File: src/rtl/core/char_sequence_table_engine_assert.svh
// Assertion macros used by the engine.
`ifndef CHAR_SEQUENCE_TABLE_ENGINE_ASSERT_SVH
`define CHAR_SEQUENCE_TABLE_ENGINE_ASSERT_SVH

// Checks that an implication holds on every clock edge outside reset.
`define CSTE_ASSERT(label, ante, cons, msg) \
    label: assert property (@(posedge clk) disable iff (!rst_n) (ante) |-> (cons)) \
        else $error(msg);

// Checks that an implication holds in the cycle after the antecedent.
`define CSTE_ASSERT_NEXT(label, ante, cons, msg) \
    label: assert property (@(posedge clk) disable iff (!rst_n) (ante) |=> (cons)) \
        else $error(msg);

`endif

File: src/rtl/core/cste_pkg.sv
package cste_pkg;

    localparam int unsigned AW = 6;
    localparam int unsigned CW = 7;

    localparam logic [3:0] REQ_CLEAR   = 4'd0;
    localparam logic [3:0] REQ_APPEND  = 4'd1;
    localparam logic [3:0] REQ_INSERT  = 4'd2;
    localparam logic [3:0] REQ_DELETE  = 4'd3;
    localparam logic [3:0] REQ_MODIFY  = 4'd4;
    localparam logic [3:0] REQ_READ    = 4'd5;
    localparam logic [3:0] REQ_FIND    = 4'd6;
    localparam logic [3:0] REQ_MIN     = 4'd7;
    localparam logic [3:0] REQ_BSEARCH = 4'd8;
    localparam logic [3:0] REQ_SORT    = 4'd9;
    localparam logic [3:0] REQ_EMIT    = 4'd10;

    localparam logic [1:0] ST_DONE     = 2'd0;
    localparam logic [1:0] ST_IGNORED  = 2'd1;
    localparam logic [1:0] ST_NOTFOUND = 2'd2;

    typedef struct packed {
        logic [3:0]        req_type;
        logic [5:0]        position;
        logic [5:0]        range_low;
        logic [5:0]        range_high;
        logic signed [7:0] value;
    } req_t;

    typedef struct packed {
        logic [1:0]        status;
        logic [5:0]        index_out;
        logic signed [7:0] char_out;
        logic [6:0]        count_out;
        logic              last;
    } rsp_t;

endpackage

File: src/rtl/core/char_sequence_table_engine.sv
// Channel | Direction | Handshake           | Payload
// req     | in        | req_valid/req_ready | cste_pkg::req_t
// rsp     | out       | rsp_valid/rsp_ready | cste_pkg::rsp_t
// Each request passes through a sequencer around one RAM with a registered read and one
// compare unit. Insert, delete, find, min and emit walk the entries one at a time, bsearch
// halves its range at each step, and sort repeats a minimum search and swap for each
// outer slot. Reset empties the sequence at once, the RAM needs no clearing. A stalled
// result holds the sequencer, and a new request is taken only once the previous result
// has been accepted.
module char_sequence_table_engine #(
    parameter int CAPACITY = 64
) (
    input  logic            clk,
    input  logic            rst_n,
    input  logic            req_valid,
    output logic            req_ready,
    input  cste_pkg::req_t  req,
    output logic            rsp_valid,
    input  logic            rsp_ready,
    output cste_pkg::rsp_t  rsp
);
    import cste_pkg::*;

    typedef enum logic [8:0] {
        S_IDLE  = 9'b000000001,
        S_RD    = 9'b000000010,
        S_WAIT  = 9'b000000100,
        S_EVAL  = 9'b000001000,
        S_WR    = 9'b000010000,
        S_SWRD  = 9'b000100000,
        S_SWW1  = 9'b001000000,
        S_SWW2  = 9'b010000000,
        S_OUT   = 9'b100000000
    } state_t;

    state_t            state_reg, state_next;
    req_t              req_reg, req_next;
    logic [CW-1:0]     count_reg, count_next;
    logic [CW-1:0]     i_reg, i_next;        // walk index
    logic [CW-1:0]     j_reg, j_next;        // sort outer index
    logic [CW-1:0]     hi_reg, hi_next;
    logic [CW:0]       l_reg, l_next, r_reg, r_next;
    logic [CW-1:0]     best_reg, best_next;
    logic signed [7:0] m_reg, m_next;
    logic signed [7:0] t_reg, t_next;
    logic              emit_reg, emit_next;
    rsp_t              rsp_reg, rsp_next;
    logic              rv_reg, rv_next;

    logic          we;
    logic [AW-1:0] waddr, raddr;
    logic [7:0]    wdata, rdata;
    logic signed [7:0] rd;
    logic [CW-1:0] cap;
    logic [CW-1:0] mid;

    assign cap = CW'(CAPACITY);
    assign rd  = signed'(rdata);
    assign mid = CW'((l_reg + r_reg) >> 1);

    cste_ram #(.WIDTH(8), .DEPTH(64)) u_ram (
        .clk(clk), .we(we), .waddr(waddr), .wdata(wdata), .raddr(raddr), .rdata(rdata)
    );

    // The result register doubles as the working result, so a new request waits
    // until the previous result has left.
    assign req_ready = (state_reg == S_IDLE) && !rv_reg;
    assign rsp_valid = rv_reg;
    assign rsp       = rsp_reg;

    always_comb
    begin
        state_next  = state_reg;
        req_next    = req_reg;
        count_next  = count_reg;
        i_next      = i_reg;
        j_next      = j_reg;
        hi_next     = hi_reg;
        l_next      = l_reg;
        r_next      = r_reg;
        best_next   = best_reg;
        m_next      = m_reg;
        t_next      = t_reg;
        emit_next   = emit_reg;
        rsp_next    = rsp_reg;
        rv_next     = rv_reg;
        we          = 1'b0;
        waddr       = '0;
        wdata       = '0;
        raddr       = AW'(i_reg);

        if (rv_reg && rsp_ready)
        begin
            rv_next = 1'b0;
        end

        case (state_reg)
            S_IDLE:
            begin
                if (req_valid && req_ready)
                begin
                    req_next  = req;
                    emit_next = 1'b0;
                    rsp_next  = '{status: ST_DONE, index_out: '0, char_out: '0,
                                  count_out: count_reg, last: 1'b1};
                    hi_next   = (CW'(req.range_high) >= count_reg) ? count_reg - 1'b1
                                                                   : CW'(req.range_high);
                    state_next = S_OUT;
                    case (req.req_type)
                        REQ_CLEAR:
                        begin
                            count_next = '0;
                            rsp_next.count_out = '0;
                        end
                        REQ_APPEND:
                        begin
                            if (count_reg < cap)
                            begin
                                we = 1'b1;
                                waddr = AW'(count_reg);
                                wdata = req.value;
                                count_next = count_reg + 1'b1;
                                rsp_next.count_out = count_reg + 1'b1;
                            end
                            else
                            begin
                                rsp_next.status = ST_IGNORED;
                            end
                        end
                        REQ_INSERT:
                        begin
                            if (count_reg < cap && CW'(req.position) <= count_reg)
                            begin
                                i_next = count_reg;
                                state_next = S_RD;
                            end
                            else
                            begin
                                rsp_next.status = ST_IGNORED;
                            end
                        end
                        REQ_DELETE, REQ_MODIFY, REQ_READ:
                        begin
                            if (CW'(req.position) < count_reg)
                            begin
                                i_next = CW'(req.position);
                                state_next = S_RD;
                            end
                            else
                            begin
                                rsp_next.status = ST_IGNORED;
                            end
                        end
                        REQ_FIND, REQ_MIN:
                        begin
                            if (CW'(req.range_low) >= count_reg ||
                                CW'(req.range_low) > hi_next)
                            begin
                                rsp_next.status = (req.req_type == REQ_FIND &&
                                    CW'(req.range_low) < count_reg) ? ST_NOTFOUND
                                                                     : ST_IGNORED;
                            end
                            else
                            begin
                                i_next = CW'(req.range_low);
                                best_next = CW'(req.range_low);
                                rsp_next.status = (req.req_type == REQ_FIND) ? ST_NOTFOUND
                                                                             : ST_DONE;
                                state_next = S_RD;
                            end
                        end
                        REQ_BSEARCH:
                        begin
                            rsp_next.status = ST_NOTFOUND;
                            l_next = '0;
                            r_next = {1'b0, count_reg} - 1'b1;
                            if (count_reg != '0)
                            begin
                                i_next = CW'(({1'b0, count_reg} - 1'b1) >> 1);
                                state_next = S_RD;
                            end
                        end
                        REQ_SORT:
                        begin
                            if (count_reg > CW'(1))
                            begin
                                j_next = '0;
                                i_next = '0;
                                best_next = '0;
                                hi_next = count_reg - 1'b1;
                                state_next = S_RD;
                            end
                        end
                        REQ_EMIT:
                        begin
                            if (count_reg == '0)
                            begin
                                rsp_next.status = ST_NOTFOUND;
                            end
                            else
                            begin
                                i_next = '0;
                                emit_next = 1'b1;
                                state_next = S_RD;
                            end
                        end
                        default:
                        begin
                            rsp_next.status = ST_IGNORED;
                        end
                    endcase
                end
            end

            S_RD:
            begin
                // Address for the walk element; data comes back next cycle.
                case (req_reg.req_type)
                    REQ_INSERT: raddr = AW'(i_reg - 1'b1);
                    REQ_DELETE: raddr = AW'(i_reg + 1'b1);
                    default:    raddr = AW'(i_reg);
                endcase
                state_next = S_EVAL;
                if (req_reg.req_type == REQ_INSERT && i_reg == CW'(req_reg.position))
                begin
                    state_next = S_WR;
                end
                if (req_reg.req_type == REQ_DELETE && i_reg + 1'b1 >= count_reg)
                begin
                    state_next = S_WR;
                end
                if (req_reg.req_type == REQ_MODIFY)
                begin
                    state_next = S_WR;
                end
            end

            S_EVAL:
            begin
                case (req_reg.req_type)
                    REQ_INSERT:
                    begin
                        we = 1'b1; waddr = AW'(i_reg); wdata = rdata;
                        i_next = i_reg - 1'b1;
                        state_next = S_RD;
                    end
                    REQ_DELETE:
                    begin
                        we = 1'b1; waddr = AW'(i_reg); wdata = rdata;
                        i_next = i_reg + 1'b1;
                        state_next = S_RD;
                    end
                    REQ_READ:
                    begin
                        rsp_next.char_out = rd;
                        state_next = S_OUT;
                    end
                    REQ_FIND:
                    begin
                        if (rd == req_reg.value)
                        begin
                            rsp_next.status = ST_DONE;
                            rsp_next.index_out = AW'(i_reg);
                            state_next = S_OUT;
                        end
                        else if (i_reg >= hi_reg)
                        begin
                            state_next = S_OUT;
                        end
                        else
                        begin
                            i_next = i_reg + 1'b1;
                            state_next = S_RD;
                        end
                    end
                    REQ_MIN:
                    begin
                        if (i_reg == best_reg || rd < m_reg)
                        begin
                            m_next = rd;
                            best_next = i_reg;
                            rsp_next.index_out = AW'(i_reg);
                        end
                        if (i_reg >= hi_reg)
                        begin
                            state_next = S_OUT;
                        end
                        else
                        begin
                            i_next = i_reg + 1'b1;
                            state_next = S_RD;
                        end
                    end
                    REQ_BSEARCH:
                    begin
                        if (rd == req_reg.value)
                        begin
                            rsp_next.status = ST_DONE;
                            rsp_next.index_out = AW'(mid);
                            state_next = S_OUT;
                        end
                        else
                        begin
                            if (req_reg.value < rd)
                            begin
                                r_next = {1'b0, mid} - 1'b1;
                            end
                            else
                            begin
                                l_next = {1'b0, mid} + 1'b1;
                            end
                            state_next = S_WAIT;
                        end
                    end
                    REQ_SORT:
                    begin
                        if (i_reg == j_reg || rd < m_reg)
                        begin
                            m_next = rd;
                            best_next = i_reg;
                        end
                        if (i_reg == j_reg)
                        begin
                            t_next = rd;
                        end
                        if (i_reg >= hi_reg)
                        begin
                            state_next = S_SWW1;
                        end
                        else
                        begin
                            i_next = i_reg + 1'b1;
                            state_next = S_RD;
                        end
                    end
                    REQ_EMIT:
                    begin
                        if (!rv_reg || rsp_ready)
                        begin
                            rv_next = 1'b1;
                            rsp_next = '{status: ST_DONE, index_out: AW'(i_reg),
                                         char_out: rd, count_out: count_reg,
                                         last: (i_reg + 1'b1 == count_reg)};
                            if (i_reg + 1'b1 == count_reg)
                            begin
                                state_next = S_IDLE;
                            end
                            else
                            begin
                                i_next = i_reg + 1'b1;
                                state_next = S_RD;
                            end
                        end
                        else
                        begin
                            state_next = S_RD;
                        end
                    end
                    default:
                    begin
                        state_next = S_OUT;
                    end
                endcase
            end

            S_WAIT:
            begin
                // Binary search bounds update settles here.
                if ($signed(l_reg) > $signed(r_reg))
                begin
                    state_next = S_OUT;
                end
                else
                begin
                    i_next = mid;
                    state_next = S_RD;
                end
            end

            S_WR:
            begin
                case (req_reg.req_type)
                    REQ_INSERT:
                    begin
                        we = 1'b1; waddr = AW'(req_reg.position); wdata = req_reg.value;
                        count_next = count_reg + 1'b1;
                        rsp_next.count_out = count_reg + 1'b1;
                    end
                    REQ_DELETE:
                    begin
                        count_next = count_reg - 1'b1;
                        rsp_next.count_out = count_reg - 1'b1;
                    end
                    REQ_MODIFY:
                    begin
                        we = 1'b1; waddr = AW'(req_reg.position); wdata = req_reg.value;
                    end
                    default:
                    begin
                    end
                endcase
                state_next = S_OUT;
            end

            S_SWRD:
            begin
                state_next = S_SWW1;
            end

            S_SWW1:
            begin
                // Swap: minimum goes to the outer slot, old outer value to its place.
                we = 1'b1; waddr = AW'(j_reg); wdata = m_reg;
                state_next = S_SWW2;
            end

            S_SWW2:
            begin
                we = 1'b1; waddr = AW'(best_reg); wdata = t_reg;
                if (j_reg + 1'b1 >= hi_reg)
                begin
                    state_next = S_OUT;
                end
                else
                begin
                    j_next = j_reg + 1'b1;
                    i_next = j_reg + 1'b1;
                    best_next = j_reg + 1'b1;
                    state_next = S_RD;
                end
            end

            S_OUT:
            begin
                if (!rv_reg || rsp_ready)
                begin
                    rv_next = 1'b1;
                    state_next = S_IDLE;
                end
            end

            default:
            begin
                state_next = S_IDLE;
            end
        endcase
    end

    always_ff @(posedge clk or negedge rst_n)
    begin
        if (!rst_n)
        begin
            state_reg <= S_IDLE;
            count_reg <= '0;
            rv_reg    <= 1'b0;
        end
        else
        begin
            state_reg <= state_next;
            count_reg <= count_next;
            rv_reg    <= rv_next;
        end
    end

    always_ff @(posedge clk)
    begin
        req_reg    <= req_next;
        i_reg      <= i_next;
        j_reg      <= j_next;
        hi_reg     <= hi_next;
        l_reg      <= l_next;
        r_reg      <= r_next;
        best_reg   <= best_next;
        m_reg      <= m_next;
        t_reg      <= t_next;
        emit_reg   <= emit_next;
        rsp_reg    <= rsp_next;
    end

`include "char_sequence_table_engine_assert.svh"

    `CSTE_ASSERT(a_count_cap, 1'b1, count_reg <= cap, "fill count above capacity")
    `CSTE_ASSERT_NEXT(a_rsp_hold, rsp_valid && !rsp_ready, rsp_valid && $stable(rsp),
        "stalled result changed")
    `CSTE_ASSERT(a_last_idle, rsp_valid && rsp_ready && rsp.last && !emit_reg,
        state_reg == S_IDLE, "final result while the sequencer is busy")

endmodule

File: src/rtl/core/cste_ram.sv
module cste_ram #(
    parameter int WIDTH = 8,
    parameter int DEPTH = 64
) (
    input  logic                     clk,
    input  logic                     we,
    input  logic [$clog2(DEPTH)-1:0] waddr,
    input  logic [WIDTH-1:0]         wdata,
    input  logic [$clog2(DEPTH)-1:0] raddr,
    output logic [WIDTH-1:0]         rdata
);
    logic [WIDTH-1:0] mem [DEPTH];

    always_ff @(posedge clk)
    begin
        if (we)
        begin
            mem[waddr] <= wdata;
        end
        rdata <= mem[raddr];
    end
endmodule
File: config.mk
export PLATFORM = sky130hd
export DESIGN_NAME = char_sequence_table_engine
export DESIGN_NICKNAME = d
export VERILOG_FILES = /design/src/rtl/core/cste_pkg.sv /design/src/rtl/core/char_sequence_table_engine.sv /design/src/rtl/core/cste_ram.sv
export VERILOG_INCLUDE_DIRS = /design/src /design/src/rtl/core
export SDC_FILE = /design/constraint.sdc
export NUM_CORES = 1
export LEC_CHECK = 0
export BUFFER_PORTS_ARGS = -buffer_cell sky130_fd_sc_hd__buf_2
export CAP_MARGIN = 20
export CORE_ASPECT_RATIO = 1.75
export CORE_MARGIN = 2
export CORE_UTILIZATION = 55
export DETAILED_ROUTE_END_ITERATION = 10
export HOLD_SLACK_MARGIN = 0.06
export PLACE_DENSITY = 0.7
export SETUP_SLACK_MARGIN = 0.4
export SLEW_MARGIN = 30
export SYNTH_ARGS = -nofsm -noshare
export SYNTH_HDL_FRONTEND = slang
export SYNTH_SLANG_ARGS = --single-unit
File: constraint.sdc
create_clock -name clk -period 10.6 [get_ports clk]
set_clock_uncertainty 0.15 [all_clocks]
set_input_delay 1.06 -clock clk [delete_from_list [all_inputs] [get_ports clk]]
set_output_delay 1.06 -clock clk [all_outputs]
set_load 0.1 [all_outputs]
==> results.yml, run 1 <==
floorplanning:
  fp.dieW_um: 182
  io_pins: 60
  start_util: 0.555
  coreArea_um2: 55200
  dieHeight_um: 316
  die-area_um2: 57700
  rows: 114
yosys:
  synth_top_family_by_area: "simple AND/OR/NAND/NOR gates"
  synth_area_per_cell_um2: 12.2
  synth_xor_area_frac: 0.0203
  ys_warn_count: 0
  synth_edf_count: 614
  synth_nets: 2629
  synth_flop_cell: "edfxtp_1"
  synth_compound_area_frac: 0.117
  synth_largest_area_cell: "edfxtp_1"
  synth_most_common_cell: "edfxtp_1"
  synth_top_area_frac: 0.601
  ys_async_sr_fraction: 0.0251
  yosysSeqAreaShare: 0.620
  yosys.area_share.simple: 0.143
  synth_area_um2: 30700
  ys_ff_latch: 638
  synth.distinct_cells: 91
  synthTopCellsByCount: "edfxtp_1 (614), nand2_1 (371), nor2_1 (195), o21ai_0 (108), and3_1 (102)"
  synth-adder-area-share: 0.0358
  muxShareOfSynthArea: 0.0369
  synthTopCellsByArea: "edfxtp_1 (60%), nand2_1 (4.5%), ha_1 (3.5%), nor2_1 (2.4%), and3_1 (2.1%)"
  netlist_instances: 2508
layout:
  final_layout_size_suffix_gt1_frac: 0.113
  diodes: 0
  fin_util: 0.608
  nets: 2652
  final.fill_count: 4321
  fin_cells: 3269
  area_growth_pct: 9.43
  fin_area_um2: 33500
  largest_register_ffs: 512
placement:
  gp_congestion: 1.03
  dp_slack_ps: 5570
  dpl_cell_area_um2: 31800
  io_buffers: 59
  placed_cells: 3171
  dpl.hpwl_um: 63500
clocking:
  postCtsSetupRepairBufs: 0
  cts_tree: "yes"
  ctsRootBufferMaster: "clkbuf_16"
  h-tree-depth: 2
  cts_resized: 0
  cts_buffers: 54
  clock-sinks: 638
  clkTransAtPathRegs_ps: 70
  hold_buffers: 0
  cts.path.max_buffers: 3
  clock_latency_ps: 650
critical_path:
  rr_worst_depth: 11
  path_max_fanout: 22
  startpoint_type: "register"
  critPathBufInv: 2
  cp_cell_sequence: "buf_4 -> inv_1 -> ha_1 -> nand2b_1 -> a21o_1 -> a21o_1 -> a221oi_2 -> o21ai_0 -> a221oi_1 -> nand3_1 -> a31oi_1"
  slowest_stage: "a221oi_2"
  required_ps: 10730
  path_class: "reg2reg"
  worst-path-stages: 11
  worst-endpoint-arrival_ps: 5170
  worstSetupEndpointType: "register"
  crit_family: "compound AO/OA/AOI/OAI gates"
  max_stage_delay_ps: 830
  cp_common_cell: "a21o_1"
routing:
  drt_iter0_drc: 2639
  post_drt_wl_per_cell_um: 28.9
  num_vias: 21900
  antenna_left: 0
  firstDrtPassIters: 7
  drc: 0
  routed_wl_um: 94500
  avgViaCountPerCell: 6.71
timing:
  fin_hold_ws_ps: 206
  final.setup.tns_ps: 0
  min_period_over_period: 0.476
  setup_viol: 0
  hold_viol_final: 0
  relSlewSlack: 0.320
  period_needed_ps: 5040
  grt_setup_unrepaired: "no"
  tightest_slew_ps: 1010
  fin_ws_ps: 5560
  finalMaxSlewViolations: 0
  max_freq_mhz: 198
global_routing:
  grt_pass1_vias: 21900
  antenna_found_initial: 2
  grt_use_total: 0.329
  grt_max_degree: 114
  gr-total-overflow: 0
  grt_pass1_wl_um: 138000
power:
  power_density_nw_per_um2: 221
  p_leak_nw: 12.4
  ir_worst_vdd_mv: 0.213
  finalPower_mw: 7.41
run_status:
  status: "finished clean"
job:
  max-cap-violations: 0
worst_hold_path:
  hp-class: "in2async"
[path summary, 6_finish.rpt]
kind,start,to,slack [ps]
worst max-delay path,i_reg[0],i_reg[3],5560
worst min-delay path,rst_n,count_reg[4],210
worst max register to register,i_reg[0],i_reg[3],5560
worst min register to register,u_ram.rdata[2],m_reg[2],420
max in group asynchronous,rst_n,state_reg[0],9710
min in group clk,u_ram.rdata[2],m_reg[2],420
[worst register-to-register path, delay by kind of cell, from the launching register on]
kind                     cells  cell delay, ps
AO/OA/AOI/OAI                6            2530
buffers and inverters        2             690
AND/OR/NAND/NOR              2             620
adder cells (fa/ha/maj)      1             380
flip-flops                   1             320
[logic make-up after synthesis]
kind of cell | after synthesis
AND/OR/NAND/NOR | 927
adder cells (fa/ha/maj) | 87
AO/OA/AOI/OAI | 503
multiplexers | 79
XOR/XNOR | 71
buffers and inverters | 203
flip-flops | 638
[layout by cell type, fill, tap and decap left out, types with 9 or more instances in the layout]
master	count
xor2_1	24
buf_2	59
mux4_2	25
clkinv_1	13
o22ai_1	12
a211oi_1	36
mux2_2	20
edfxtp_1	614
xnor2_1	38
nor4_1	18
nand2b_1	13
a21oi_1	60
mux2i_1	32
and3_1	102
a31oi_1	44
a21o_1	19
ha_1	86
inv_1	54
a222oi_1	9
a22oi_1	18
nand4_1	28
dfrtp_1	15
clkbuf_1	9
o21a_1	10
and2_1	16
a221oi_1	14
nand3_1	85
nor2b_1	15
a2111oi_0	29
nor2_1	192
o21ai_0	107
a211o_1	36
nor3_1	31
buf_4	52
clkbuf_16	54
nand2_1	362
[layout make-up]
cell class                 count  area [um2]  area share
inverter                      56         210     0.00627
sequential                   638       19000       0.566
multi-input combinational   1667       11000       0.328
tap                          696         871      0.0260
clock buffer                  63        1390      0.0413
clock inverter                35         348      0.0104
timing repair buffer         114         719      0.0214
[where the power goes]
part           total [mW]  switching (mW)  internal [mW]  leakage [nW]
clock                1.98           0.931           1.05         0.836
sequential           3.01           0.113           2.90          6.45
combinational        2.42            1.69          0.724          5.11
total                7.41            2.74           4.67          12.4
[per-layer routing]
| layer | global-route usage | up-vias | routed length, um |
|---|---|---|---|
| met1 | 0.340 | 10700 | 30300 |
| met4 | 0.278 | 4 | 9430 |
| met3 | 0.0594 | 446 | 6870 |
| li1 | - | 9593 | - |
| met2 | 0.578 | 1237 | 47900 |
| met5 | 0.000833 | - | 30 |
(Power assumes the default switching activity.)
==> inputs of run 2 (changes only) <==
--- a/config.mk
+++ b/config.mk
@@ -13,7 +13,7 @@
 export CORE_UTILIZATION = 55
 export DETAILED_ROUTE_END_ITERATION = 10
 export HOLD_SLACK_MARGIN = 0.06
-export PLACE_DENSITY = 0.7
+export PLACE_DENSITY = 0.73
 export SETUP_SLACK_MARGIN = 0.4
 export SLEW_MARGIN = 30
 export SYNTH_ARGS = -nofsm -noshare
==> constraint.sdc (replaced) <==
create_clock -name clk -period 4 [get_ports clk]
set_clock_uncertainty 0.15 [all_clocks]
set_input_delay 0.4 -clock clk [delete_from_list [all_inputs] [get_ports clk]]
set_output_delay 0.4 -clock clk [all_outputs]
set_load 0.1 [all_outputs]
==> run 2 against run 1 <==
Against the previous run:
- register-to-register slack got worse by 5300 ps
- routed wire length rose by 5.9%
- critical path depth fell by 2
- hold slack got worse by 120 ps
- sequential cell count did not move
- clock-buffer cell count fell by 1
- clock power rose to 2.9 times the previous value
- sequential share of layout area fell by 4.4 points
- setup slack got worse by 5300 ps
- cell count rose by 7.6%
- largest cell class unchanged
- largest power group unchanged
==> results.yml, run 2 (same netlist as run 1, synthesis figures left out) <==
run_status:
  status: "finished clean"
timing:
  max_freq_mhz: 269
  finalMaxSlewViolations: 0
  fin_hold_ws_ps: 89.4
  period_needed_ps: 3710
  tightest_slew_ps: 1030
  grt_setup_unrepaired: "yes"
  final.setup.tns_ps: 0
  relSlewSlack: 0.311
  fin_ws_ps: 286
  setup_viol: 0
  min_period_over_period: 0.929
  hold_viol_final: 0
global_routing:
  antenna_found_initial: 2
  grt_max_degree: 73
  grt_pass1_vias: 23000
  grt_use_total: 0.343
  gr-total-overflow: 0
  grt_pass1_wl_um: 144000
power:
  power_switching_mw: 7.67
  seqPwrFrac: 0.378
  power_density_nw_per_um2: 580
  p_clk_frac: 0.274
  sw_frac_of_total: 0.363
  internal_power_mw: 13.4
  ir_worst_vdd_mv: 0.515
  finalPower_mw: 21.1
  combPwrFrac: 0.347
  p_leak_nw: 13.9
layout:
  fin_area_um2: 36400
  largest_register_ffs: 512
  final_cell_mix: "edfxtp_1 (614), nand2_1 (354), buf_4 (229), nor2_1 (189), o21ai_0 (108)"
  fin_util: 0.659
  area_growth_pct: 18.7
  nets: 2892
  final_layout_size_suffix_gt1_frac: 0.203
  fin_cells: 3516
  mostFrequentLayoutCell: "edfxtp_1"
placement:
  placed_cells: 3338
  io_buffers: 59
  gp_congestion: 1.02
  dpl.hpwl_um: 68400
  dp_slack_ps: 83.2
  dpl_cell_area_um2: 33200
clocking:
  clock_latency_ps: 640
  cts.path.max_buffers: 3
  cts_buffers: 56
  ctsRootBufferMaster: "clkbuf_16"
  h-tree-depth: 2
  cts_tree: "yes"
  clock-sinks: 638
  clkTransAtPathRegs_ps: 70
worst_hold_path:
  holdCritStartpoint: "req[16]"
  hp-class: "in2reg"
  holdPathStages: 2
  min_to: "best_reg[2]"
routing:
  drc: 0
  num_vias: 23000
  drt_iter0_drc: 2213
  firstDrtPassIters: 6
  avgViaCountPerCell: 6.54
  routed_wl_um: 100000
  antenna_left: 0
  post_drt_wl_per_cell_um: 28.5
critical_path:
  path_max_fanout: 10
  path_class: "reg2reg"
  r2r-start: "i_reg[1]"
  r2r_slack_ps: 290
  worst-endpoint-arrival_ps: 3870
  startpoint_type: "register"
  r2r_end: "best_reg[1]"
  worstSetupEndpointType: "register"
  required_ps: 4150
  rr_worst_depth: 9
floorplanning:
  fp.dieW_um: 182
  io_pins: 60
  dieHeight_um: 316
  die-area_um2: 57700
  start_util: 0.555
  rows: 114
  coreArea_um2: 55200
job:
  max-cap-violations: 0
run 2: cell count changes in the layout (fill, tap and decap cells not counted), moves of 6 or more:
cell / previous run / this run
nand2_1: 362 / 354
buf_4: 52 / 229
buf_12: 0 / 21
clkbuf_16: 54 / 60
dlygate4sd3_1: 0 / 29
a2111oi_0: 29 / 14
nand2_2: 6 / 16
bufinv_16: 4 / 10
a2111oi_1: 8 / 14
a2111oi_2: 0 / 8
run 2: worst max path at each step:
stage	from	to	slack, ps	cells past startpoint
after floorplan	count_reg[0]	best_reg[0]	400	16
after global placement	req[8]	best_reg[3]	30	17
after detailed placement	req[8]	best_reg[1]	80	16
after CTS	state_reg[3]	u_ram.rdata[6]	320	12
after global routing	count_reg[0]	best_reg[1]	230	15
final	i_reg[1]	best_reg[1]	290	9
run 2: power groups by stage:
| stage | Combinational [mW] | Sequential (mW) | Clock [mW] |
|---|---|---|---|
| after global placement | 6.45 | 8.13 | 0 |
| after detailed placement | 6.54 | 8.14 | 0 |
| final | 7.33 | 7.98 | 5.79 |
| after CTS | 6.78 | 8.00 | 5.85 |
| after global routing | 7.70 | 8.01 | 6.08 |
| after floorplan | 3.72 | 8.57 | 0 |
run 2: metal layers:
metal	GRT usage	vias up	wire, um
li1	-	10100	-
met1	0.345	11300	32000
met2	0.621	1165	52100
met3	0.0609	405	6240
met4	0.274	2	9730
met5	0	-	11
run 2: layout make-up:
cell class	instances	area [um2]
inverter	56	214
clock buffer	62	1420
clock inverter	43	538
antenna	2	5.00
sequential	638	19000
multi-input combinational	1669	11400
timing repair buffer	350	2940
fill	3942	18800
tap	696	871
run 2: repair_timing:
| item | 4_1_cts | 5_1_grt |
|---|---|---|
| buffers inserted | 9 | 26 |
| resized for setup | 36 | 66 |
| pin swaps | 16 | 11 |
| endpoints found under the hold margin | 44 | 0 |
| cloned | 2 | 5 |
| hold buffers | 29 | 0 |
| setup endpoints to repair | 145 | 334 |
run 2: critical path, stage by stage (launching register included):
cell and delay, ps:
edfxtp_1 500, buf_4 250, xor2_1 170, nor4_1 320
nand4_1 560, nand4_1 290, nor3_1 90, a211oi_2 400
o22ai_2 280, a31oi_4 370
